$ cat src/hw/rtl/rrts_pkg.sv
// rrts_pkg: shared types, codes and defaults for the round-robin thread scheduler.
// No dependencies; imported by rrts_ctrl, rrts_dp and the top level.
`default_nettype none

package rrts_pkg;

  localparam int MAX_THREADS_DEF = 16;
  localparam int SCAN_LANES      = 4;    // slots examined per scan cycle

  localparam int MODE_W      = 3;
  localparam int ID_FIELD_W  = 4;
  localparam int STATUS_W    = 3;
  localparam int QUANTUM_W   = 16;
  localparam int IN_DATA_W   = 8;
  localparam int IN_USER_W   = 8;
  localparam int OUT_DATA_W  = 16;
  localparam int PADDR_W     = 3;
  localparam int PDATA_W     = 32;

  localparam logic [QUANTUM_W-1:0] QUANTUM_RESET = 16'd5;

  // register index (paddr[2])
  localparam logic REG_QUANTUM = 1'b0;

  // event codes
  localparam logic [MODE_W-1:0] MODE_TICK   = 3'd0;
  localparam logic [MODE_W-1:0] MODE_CREATE = 3'd1;
  localparam logic [MODE_W-1:0] MODE_EXIT   = 3'd2;
  localparam logic [MODE_W-1:0] MODE_YIELD  = 3'd3;
  localparam logic [MODE_W-1:0] MODE_SLEEP  = 3'd4;
  localparam logic [MODE_W-1:0] MODE_WAKEUP = 3'd5;

  // status codes
  localparam logic [STATUS_W-1:0] STS_OK         = 3'd0;
  localparam logic [STATUS_W-1:0] STS_FULL       = 3'd1;
  localparam logic [STATUS_W-1:0] STS_NONE_READY = 3'd2;
  localparam logic [STATUS_W-1:0] STS_ALL_EXITED = 3'd3;
  localparam logic [STATUS_W-1:0] STS_BAD_TARGET = 3'd4;

  typedef enum logic [1:0] {
    ST_IDLE,
    ST_EVAL,
    ST_SCAN,
    ST_FINISH
  } state_t;

  typedef struct packed {
    logic capture;   // latch incoming event word
    logic eval;      // apply the event's direct updates
    logic scan;      // run one scan step
    logic load_out;  // move result into the output register
  } cmd_t;

  typedef struct packed {
    logic need_scan;  // valid in EVAL
    logic scan_done;  // valid in SCAN: hit or last step
  } stat_t;

endpackage

`default_nettype wire

$ cat src/hw/rtl/rrts_ctrl.sv
// rrts_ctrl: sequencing state machine and output valid flag.
// Depends on rrts_pkg (state_t, cmd_t, stat_t).
`default_nettype none

module rrts_ctrl (
  input  wire            clk,
  input  wire            rst,
  input  wire            s_tvalid,
  output logic           s_tready,
  output logic           m_tvalid,
  input  wire            m_tready,
  input  wire rrts_pkg::stat_t stat,
  output rrts_pkg::cmd_t  cmd
);
  import rrts_pkg::*;

  state_t state, state_next;
  logic   out_valid;
  logic   out_free;

  assign out_free = !out_valid || m_tready;

  always_ff @(posedge clk) begin
    if (rst) begin
      state     <= ST_IDLE;
      out_valid <= 1'b0;
    end else begin
      state <= state_next;
      if (cmd.load_out) begin
        out_valid <= 1'b1;
      end else if (m_tready) begin
        out_valid <= 1'b0;
      end
    end
  end

  always_comb begin
    state_next = state;
    case (state)
      ST_IDLE: begin
        if (s_tvalid) state_next = ST_EVAL;
      end
      ST_EVAL: begin
        state_next = stat.need_scan ? ST_SCAN : ST_FINISH;
      end
      ST_SCAN: begin
        if (stat.scan_done) state_next = ST_FINISH;
      end
      ST_FINISH: begin
        if (out_free) state_next = ST_IDLE;
      end
      default: state_next = ST_IDLE;
    endcase
  end

  always_comb begin
    s_tready     = (state == ST_IDLE);
    cmd.capture  = (state == ST_IDLE) && s_tvalid;
    cmd.eval     = (state == ST_EVAL);
    cmd.scan     = (state == ST_SCAN);
    cmd.load_out = (state == ST_FINISH) && out_free;
    m_tvalid     = out_valid;
  end

endmodule

`default_nettype wire

$ cat src/hw/rtl/rrts_dp.sv
// rrts_dp: slot tables, quantum counter, round-robin / lowest-free scanner, result regs.
// Depends on rrts_pkg; driven by rrts_ctrl commands.
`default_nettype none

module rrts_dp #(
  parameter int MAX_THREADS = rrts_pkg::MAX_THREADS_DEF
) (
  input  wire                                 clk,
  input  wire                                 rst,
  input  wire rrts_pkg::cmd_t                 cmd,
  output rrts_pkg::stat_t                     stat,
  input  wire [rrts_pkg::MODE_W-1:0]          mode,
  input  wire [rrts_pkg::ID_FIELD_W-1:0]      target_id,
  input  wire [rrts_pkg::QUANTUM_W-1:0]       quantum_ticks,
  output logic [rrts_pkg::OUT_DATA_W-1:0]     out_word
);
  import rrts_pkg::*;

  localparam int ID_W   = $clog2(MAX_THREADS);
  localparam int CNT_W  = $clog2(MAX_THREADS + 1);
  localparam int STEPS  = (MAX_THREADS + SCAN_LANES - 1) / SCAN_LANES;
  localparam int STEP_W = (STEPS > 1) ? $clog2(STEPS) : 1;
  localparam int OFF_W  = $clog2(STEPS * SCAN_LANES);
  localparam int SUM_W  = $clog2(2 * MAX_THREADS + SCAN_LANES);

  // slot tables: running slot is cur when run_flag is set
  logic [MAX_THREADS-1:0] ready_vec;
  logic [MAX_THREADS-1:0] sleep_vec;
  logic [MAX_THREADS-1:0] never_ran;
  logic [ID_W-1:0]        cur;
  logic                   run_flag;
  logic [CNT_W-1:0]       live_count;
  logic [QUANTUM_W-1:0]   ticks_left;
  logic                   halted;

  // per-event working regs
  logic [MODE_W-1:0]      mode_q;
  logic [ID_FIELD_W-1:0]  target_q;
  logic                   had_run_q;
  logic                   kind_create;
  logic [ID_W-1:0]        scan_base;
  logic [STEP_W-1:0]      scan_step;
  logic [STATUS_W-1:0]    res_status;
  logic [ID_FIELD_W-1:0]  res_created;
  logic                   res_sw;
  logic                   res_fr;

  logic                   tick_expire;
  logic                   last_live;
  logic                   tgt_ok;
  logic [ID_W-1:0]        tgt_idx;
  logic [ID_W-1:0]        cur_plus1;
  logic [STATUS_W-1:0]    eval_status;
  logic                   hit;
  logic [ID_W-1:0]        hit_idx;
  logic                   last_step;
  logic                   change;

  assign tick_expire = (ticks_left <= QUANTUM_W'(1));
  assign last_live   = (live_count <= CNT_W'(1));
  assign tgt_ok      = (int'(target_q) < MAX_THREADS);
  assign tgt_idx     = ID_W'(target_q);
  assign cur_plus1   = (cur == ID_W'(MAX_THREADS - 1)) ? '0 : cur + 1'b1;
  assign last_step   = (scan_step == STEP_W'(STEPS - 1));
  assign change      = (hit_idx != cur) || !had_run_q;

  always_comb begin
    eval_status = STS_OK;
    if (halted) begin
      eval_status = STS_ALL_EXITED;
    end else if (mode_q == MODE_EXIT && run_flag && last_live) begin
      eval_status = STS_ALL_EXITED;
    end else if (mode_q == MODE_WAKEUP) begin
      if (!tgt_ok) begin
        eval_status = STS_BAD_TARGET;
      end else if (!ready_vec[tgt_idx] && !sleep_vec[tgt_idx] &&
                   !(run_flag && cur == tgt_idx)) begin
        eval_status = STS_BAD_TARGET;
      end
    end
  end

  always_comb begin
    stat.need_scan = 1'b0;
    if (!halted) begin
      case (mode_q)
        MODE_TICK:   stat.need_scan = tick_expire;
        MODE_CREATE: stat.need_scan = 1'b1;
        MODE_EXIT:   stat.need_scan = !(run_flag && last_live);
        MODE_YIELD:  stat.need_scan = 1'b1;
        MODE_SLEEP:  stat.need_scan = 1'b1;
        default:     stat.need_scan = 1'b0;
      endcase
    end
    stat.scan_done = hit || last_step;
  end

  // scanner: SCAN_LANES slots per cycle, lowest lane wins
  always_comb begin
    logic [OFF_W-1:0] off;
    logic [SUM_W-1:0] sum;
    logic [ID_W-1:0]  idx;
    logic             match;
    hit     = 1'b0;
    hit_idx = '0;
    match   = 1'b0;
    for (int j = SCAN_LANES - 1; j >= 0; j--) begin
      off = OFF_W'(int'(scan_step) * SCAN_LANES + j);
      sum = SUM_W'(scan_base) + SUM_W'(off);
      idx = (sum >= SUM_W'(MAX_THREADS)) ? ID_W'(sum - SUM_W'(MAX_THREADS)) : ID_W'(sum);
      match = 1'b0;
      if (int'(off) < MAX_THREADS) begin
        if (kind_create) begin
          match = !ready_vec[idx] && !sleep_vec[idx] && !(run_flag && cur == idx);
        end else begin
          match = ready_vec[idx];
        end
        if (match) begin
          hit     = 1'b1;
          hit_idx = idx;
        end
      end
    end
  end

  // scheduler state
  always_ff @(posedge clk) begin
    if (rst) begin
      ready_vec  <= '0;
      sleep_vec  <= '0;
      never_ran  <= '0;
      cur        <= '0;
      run_flag   <= 1'b1;
      live_count <= CNT_W'(1);
      ticks_left <= QUANTUM_RESET;
      halted     <= 1'b0;
    end else begin
      if (cmd.eval && !halted) begin
        case (mode_q)
          MODE_TICK: begin
            if (tick_expire) begin
              if (run_flag) begin
                ready_vec[cur] <= 1'b1;
                run_flag       <= 1'b0;
              end
            end else begin
              ticks_left <= ticks_left - 1'b1;
            end
          end
          MODE_EXIT: begin
            if (run_flag) begin
              run_flag       <= 1'b0;
              never_ran[cur] <= 1'b0;
              if (live_count != '0) live_count <= live_count - 1'b1;
              if (last_live) halted <= 1'b1;
            end
          end
          MODE_YIELD: begin
            if (run_flag) begin
              ready_vec[cur] <= 1'b1;
              run_flag       <= 1'b0;
            end
          end
          MODE_SLEEP: begin
            if (run_flag) begin
              sleep_vec[cur] <= 1'b1;
              run_flag       <= 1'b0;
            end
          end
          MODE_WAKEUP: begin
            if (tgt_ok && sleep_vec[tgt_idx]) begin
              sleep_vec[tgt_idx] <= 1'b0;
              ready_vec[tgt_idx] <= 1'b1;
            end
          end
          default: ;
        endcase
      end
      if (cmd.scan) begin
        if (hit) begin
          ticks_left <= quantum_ticks;
          if (kind_create) begin
            ready_vec[hit_idx] <= 1'b1;
            never_ran[hit_idx] <= 1'b1;
            live_count         <= live_count + 1'b1;
          end else begin
            ready_vec[hit_idx] <= 1'b0;
            run_flag           <= 1'b1;
            cur                <= hit_idx;
            if (change) never_ran[hit_idx] <= 1'b0;
          end
        end else if (last_step && !kind_create) begin
          ticks_left <= quantum_ticks;
        end
      end
    end
  end

  // event and result payload
  always_ff @(posedge clk) begin
    if (cmd.capture) begin
      mode_q   <= mode;
      target_q <= target_id;
    end
    if (cmd.eval) begin
      had_run_q   <= run_flag;
      kind_create <= (mode_q == MODE_CREATE);
      scan_base   <= (mode_q == MODE_CREATE) ? '0 : cur_plus1;
      scan_step   <= '0;
      res_status  <= eval_status;
      res_created <= '0;
      res_sw      <= 1'b0;
      res_fr      <= 1'b0;
    end
    if (cmd.scan) begin
      scan_step <= scan_step + 1'b1;
      if (hit) begin
        res_status <= STS_OK;
        if (kind_create) begin
          res_created <= ID_FIELD_W'(hit_idx);
        end else if (change) begin
          res_sw <= 1'b1;
          res_fr <= never_ran[hit_idx];
        end
      end else if (last_step) begin
        res_status <= kind_create ? STS_FULL : STS_NONE_READY;
      end
    end
    if (cmd.load_out) begin
      out_word <= {3'b000, res_fr, res_sw, res_created, ID_FIELD_W'(cur), res_status};
    end
  end

  a_ready_sleep_disjoint: assert property (@(posedge clk) disable iff (rst)
    (ready_vec & sleep_vec) == '0)
    else $error("slot both runnable and sleeping");

  a_running_slot_clean: assert property (@(posedge clk) disable iff (rst)
    run_flag |-> (!ready_vec[cur] && !sleep_vec[cur]))
    else $error("running slot also marked runnable or sleeping");

  a_halted_empty: assert property (@(posedge clk) disable iff (rst)
    halted |-> (!run_flag && live_count == '0))
    else $error("halted with a live or running thread");

  a_dispatch_runs: assert property (@(posedge clk) disable iff (rst)
    (cmd.scan && hit && !kind_create) |=> run_flag)
    else $error("dispatch did not leave a running slot");

endmodule

`default_nettype wire

$ cat src/hw/rtl/round_robin_thread_scheduler_top.sv
// round_robin_thread_scheduler_top: event stream in, scheduling result stream out,
// quantum register on an APB-style port. Depends on rrts_pkg, rrts_ctrl, rrts_dp.
//
//  channel   dir  handshake              word
//  s_*       in   s_tvalid / s_tready    tdata: target_id[3:0]; tuser: mode[2:0]
//  m_*       out  m_tvalid / m_tready    tdata: status, running_id, created_id,
//                                        switched, first_run
//  apb       in   psel & penable         reg 0 at 0x0: quantum_ticks[15:0]
//
// One event is in flight at a time. Events with no slot search pass through
// accept, evaluate and finish; create, exit, yield, sleep and an expiring tick
// add a scan between evaluate and finish, four slots per cycle, until a hit or
// the last step. No scan runs once halted or when an exit ends the last thread.
// Reset (rst, synchronous) leaves slot 0 running, quantum 5; no clearing pass.
// A result waits in the output register while the next event is taken; the
// finish step stalls only if that register is still full.
`default_nettype none

module round_robin_thread_scheduler_top #(
  parameter int MAX_THREADS = rrts_pkg::MAX_THREADS_DEF
) (
  input  wire                              clk,
  input  wire                              rst,
  // event stream
  input  wire                              s_tvalid,
  output logic                             s_tready,
  input  wire [rrts_pkg::IN_DATA_W-1:0]    s_tdata,  // [3:0] target_id, rest zero
  input  wire [rrts_pkg::IN_USER_W-1:0]    s_tuser,  // [2:0] mode, rest zero
  // result stream
  output logic                             m_tvalid,
  input  wire                              m_tready,
  output logic [rrts_pkg::OUT_DATA_W-1:0]  m_tdata,  // [2:0] status, [6:3] running_id,
                                                     // [10:7] created_id, [11] switched,
                                                     // [12] first_run, rest zero
  // configuration
  input  wire                              psel,
  input  wire                              penable,
  input  wire                              pwrite,
  input  wire [rrts_pkg::PADDR_W-1:0]      paddr,
  input  wire [rrts_pkg::PDATA_W-1:0]      pwdata,
  output logic [rrts_pkg::PDATA_W-1:0]     prdata,
  output logic                             pready
);
  import rrts_pkg::*;

  cmd_t                 cmd;
  stat_t                stat;
  logic [QUANTUM_W-1:0] quantum_ticks;
  logic                 cfg_write;

  // register select is paddr[2]; low bits are byte offsets within the word
  assign pready    = 1'b1;
  assign cfg_write = psel && penable && pwrite && pready;

  always_ff @(posedge clk) begin
    if (rst) begin
      quantum_ticks <= QUANTUM_RESET;
    end else if (cfg_write && paddr[2] == REG_QUANTUM) begin
      quantum_ticks <= pwdata[QUANTUM_W-1:0];
    end
  end

  always_comb begin
    prdata = '0;
    if (paddr[2] == REG_QUANTUM) begin
      prdata = PDATA_W'(quantum_ticks);
    end
  end

  rrts_ctrl u_ctrl (
    .clk      (clk),
    .rst      (rst),
    .s_tvalid (s_tvalid),
    .s_tready (s_tready),
    .m_tvalid (m_tvalid),
    .m_tready (m_tready),
    .stat     (stat),
    .cmd      (cmd)
  );

  rrts_dp #(
    .MAX_THREADS (MAX_THREADS)
  ) u_dp (
    .clk           (clk),
    .rst           (rst),
    .cmd           (cmd),
    .stat          (stat),
    .mode          (s_tuser[MODE_W-1:0]),
    .target_id     (s_tdata[ID_FIELD_W-1:0]),
    .quantum_ticks (quantum_ticks),
    .out_word      (m_tdata)
  );

endmodule

`default_nettype wire

$ cat config.mk
export PLATFORM = sky130hd
export DESIGN_NAME = round_robin_thread_scheduler_top
export DESIGN_NICKNAME = d
export VERILOG_FILES = /design/src/hw/rtl/rrts_pkg.sv /design/src/hw/rtl/rrts_ctrl.sv /design/src/hw/rtl/rrts_dp.sv /design/src/hw/rtl/round_robin_thread_scheduler_top.sv
export SDC_FILE = /design/constraint.sdc
export NUM_CORES = 1
export LEC_CHECK = 0
export BUFFER_PORTS_ARGS = -buffer_cell sky130_fd_sc_hd__buf_4
export CAP_MARGIN = 5
export CORE_AREA = 4 4 131 133
export CTS_BUF_LIST = sky130_fd_sc_hd__clkbuf_16
export DETAILED_ROUTE_END_ITERATION = 8
export DIE_AREA = 0 0 135 137
export GPL_TIMING_DRIVEN = 1
export PLACE_DENSITY = 0.76
export SYNTH_ARGS = -nofsm -noshare
export SYNTH_HDL_FRONTEND = slang
export SYNTH_SLANG_ARGS = --single-unit
$ cat constraint.sdc
create_clock -name clk -period 4.7 [get_ports clk]
set_input_delay 0.705 -clock clk [delete_from_list [all_inputs] [get_ports clk]]
set_output_delay 0.705 -clock clk [all_outputs]
set_load 0.01 [all_outputs]
==> impl_metrics.env <==
export IMPL_status="completed"
export IMPL_finalSetupViolCount=0
export IMPL_grtUsageTotal=0.278
export IMPL_grt_overflow=0
export IMPL_nets=1103
export IMPL_fillers=1356
export IMPL_min_period_over_period=0.954
export IMPL_async_flop_share=0
export IMPL_worstMarginPinSlew_ns=1.12
export IMPL_multi_input_area_mm2=0.00533
export IMPL_vias=8009
export IMPL_min_from="u_dp.res_created[2]"
export IMPL_ys_types=86
export IMPL_wl_per_cell_um=20.2
export IMPL_cts_root_buf="clkbuf_16"
export IMPL_relSlewSlack=0.250
export IMPL_critPathKind="reg2reg"
export IMPL_cp_startpoint="u_dp.scan_step[0]"
export IMPL_hp_class="reg2reg"
export IMPL_die_area_mm2=0.0185
export IMPL_synth_avg_cell_area_um2=8.91
export IMPL_syn_to_final_growth_pct=14.5
export IMPL_worstPathRequired_ns=5.03
export IMPL_dp_hpwl_mm=18.0
export IMPL_syn_area_mm2=0.00870
export IMPL_tns_ns=0
export IMPL_layout_drive_gt1_share=0.198
export IMPL_antenna_found_initial=0
export IMPL_postSynthCellCount=977
export IMPL_maxCapViolations=0
export IMPL_cp_max_fo=8
export IMPL_drt_total_wl_mm=25.3
export IMPL_dr_wl_met2_mm=11.5
export IMPL_ys_seq_elements=131
export IMPL_grt_pass1_wl_mm=40.4
export IMPL_clkTransAtPathRegs_ns=0.06
export IMPL_htreeDepth=4
export IMPL_cts_made_buffers=17
export IMPL_io_buffers=61
export IMPL_hold_violations=0
export IMPL_synth_edf_count=28
export IMPL_grt_pass1_vias=7609
export IMPL_chipWidth_um=135
export IMPL_power_density_mw_per_mm2=672
export IMPL_finClkSkew_ns=0.0108
export IMPL_leakage_uw=0.00369
export IMPL_met3_length_mm=2.42
export IMPL_worstPathArrival_ns=4.81
export IMPL_cp_end_kind="register"
export IMPL_slowest_delay_ns=0.58
export IMPL_drtIter0Drc=1013
export IMPL_dr_max_layer_used="met4"
export IMPL_synth_warnings=0
export IMPL_cp_start_kind="register"
export IMPL_ios=109
export IMPL_ys_flop_type="dfxtp_1"
export IMPL_clock_latency_ns=0.43
export IMPL_grt_max_degree=95
export IMPL_coreArea_mm2=0.0158
export IMPL_cts_tree="done"
export IMPL_fp_row_count=46
export IMPL_start_util=0.550
export IMPL_reg2reg_from="u_dp.scan_step[0]"
export IMPL_ctsLongestPathBuffers=2
export IMPL_power_uw=6700
export IMPL_viasPerCell=6.39
export IMPL_crit_chain="ha_2 > ha_1 > a21oi_1 > xnor2_2 > buf_4 > or4_1 > o211a_2 > o22a_1 > buf_4 > a41oi_2 > nand2_2 > nor3_2 > a22oi_1 > a311oi_1"
export IMPL_firstDrtPassIters=5
export IMPL_synth_seq_area_share=0.333
export IMPL_wl_met1_mm=10.5
export IMPL_peakVddDrop_mv=0.464
export IMPL_slowest_stage="nor3_2"
export IMPL_ff_latch_area_mm2=0.00290
export IMPL_fin_crit_ns=4.48
export IMPL_die_h_um=137
export IMPL_place_congestion=1.01
export IMPL_postRouteAntennaNets=0
export IMPL_fin_util=0.629
export IMPL_drc=0
export IMPL_timing_fmax_mhz=223
export IMPL_antenna_cells=0
export IMPL_cp_common_cell="buf_4"
export IMPL_report_final_slew_viol_count=0
export IMPL_clock_sinks=131
-- where the power goes --
| part | internal [uW] | total, uW | switching [uW] | leakage, uW |
|---|---|---|---|---|
| registers | 1380 | 1630 | 250 | 0.00110 |
| logic | 1450 | 3700 | 2250 | 0.00230 |
| clock network | 839 | 1370 | 530 | 0.000299 |
-- cell families after synthesis --
| group | after synthesis | share of synthesized area |
|---|---|---|
| and+or+nand+nor | 337 | 0.186 |
| muxes | 69 | 0.134 |
| buffers and inverters | 114 | 0.0644 |
| xor gates and xnor gates | 42 | 0.0482 |
| adders and majority gates | 20 | 0.0296 |
| other | 2 | 0.000863 |
| AOI/OAI and AO/OA | 262 | 0.203 |
| DFF | 131 | 0.333 |
-- final timing paths --
path	cells past startpoint	slack, ns	to
min	0	0.44	u_dp.out_word[9]
max	14	0.22	u_dp.never_ran[6]
min reg2reg	0	0.44	u_dp.out_word[9]
max reg2reg	14	0.22	u_dp.never_ran[6]
-- critical path, delay by kind of cell, from the launching register on --
kind	cells	cell delay, ns
compound gates	6	1.47
xor+xnor	1	0.19
buf+inv	2	0.36
simple gates	3	1.23
flops	1	0.48
fa+ha+maj	2	0.66
-- synthesized netlist by cell type, types with 25 or more instances --
master	instances	area [um2]
nor2_1	95	357
dfxtp_1	103	2060
clkbuf_1	51	191
a21oi_1	71	355
nand2_1	92	345
mux4_2	37	833
nand3_1	50	250
nor2b_1	26	163
o21ai_0	59	295
buf_4	25	188
edfxtp_1	28	841
-- layer usage --
layer / up-vias / global-route usage
li1: 3671 / -
met1: 3810 / 0.376
met2: 445 / 0.436
met3: 83 / 0.0621
met4: 0 / 0.109
met5: - / 0
-- cell type report --
| cell class | count | area share |
|---|---|---|
| Multi-Input combinational cell | 750 | 0.535 |
| Sequential cell | 131 | 0.291 |
| Timing Repair Buffer | 100 | 0.0766 |
| Clock buffer | 17 | 0.0427 |
| Tap cell | 216 | 0.0271 |
| Clock inverter | 15 | 0.0182 |
| Inverter | 25 | 0.00942 |
-- flip-flops by register name (all words and copies together) (netlist names), 2 cells and up --
name	cells
quantum_ticks	16
u_dp.never_ran	16
u_dp.ready_vec	16
u_dp.sleep_vec	16
u_dp.ticks_left	16
u_dp.out_word	13
u_dp.live_count	5
u_dp.cur	4
u_dp.res_created	4
u_dp.scan_base	4
u_dp.target_q	4
u_dp.mode_q	3
u_dp.res_status	3
u_ctrl.state	2
u_dp.scan_step	2
-- timing repair --
item | in CTS | in global routing
resized for setup | 0 | 4
setup buffers | 0 | 2
hold buffers | 0 | 0
setup endpoints to repair | 0 | 24
-- stage by stage --
stage               hold slack (ns)  cell area [um2]  instances  worst slack (ns)
floorplan                     0.401             8770        995             0.395
global route                  0.440             9960       1254         -0.000576
global placement              0.416             9330       1220             0.240
detailed placement            0.428             9330       1220             0.121
CTS                           0.442             9940       1252             0.107
finish                        0.440             9960       1254             0.216
-- placed cells by master, fill, tap and decap left out, drive strengths merged, types with 7 or more instances in the layout --
cell,Yosys,routed
a21oi,72,72
conb,2,20
nor3,15,15
xor2,15,15
nand3,50,50
inv,25,31
edfxtp,28,28
a21boi,7,7
mux4,37,37
ha,19,19
nor4,8,8
mux2i,22,22
a22oi,17,17
buf,38,100
a31oi,7,7
a211o,9,9
nor2,95,95
o21ai,60,60
clkbuf,51,17
nand2b,8,8
dfxtp,103,103
a311oi,13,13
xnor2,25,25
nor2b,26,26
mux2,10,10
nand2,93,93
a211oi,23,23
Note: power is estimated with default switching activity, not from simulation.
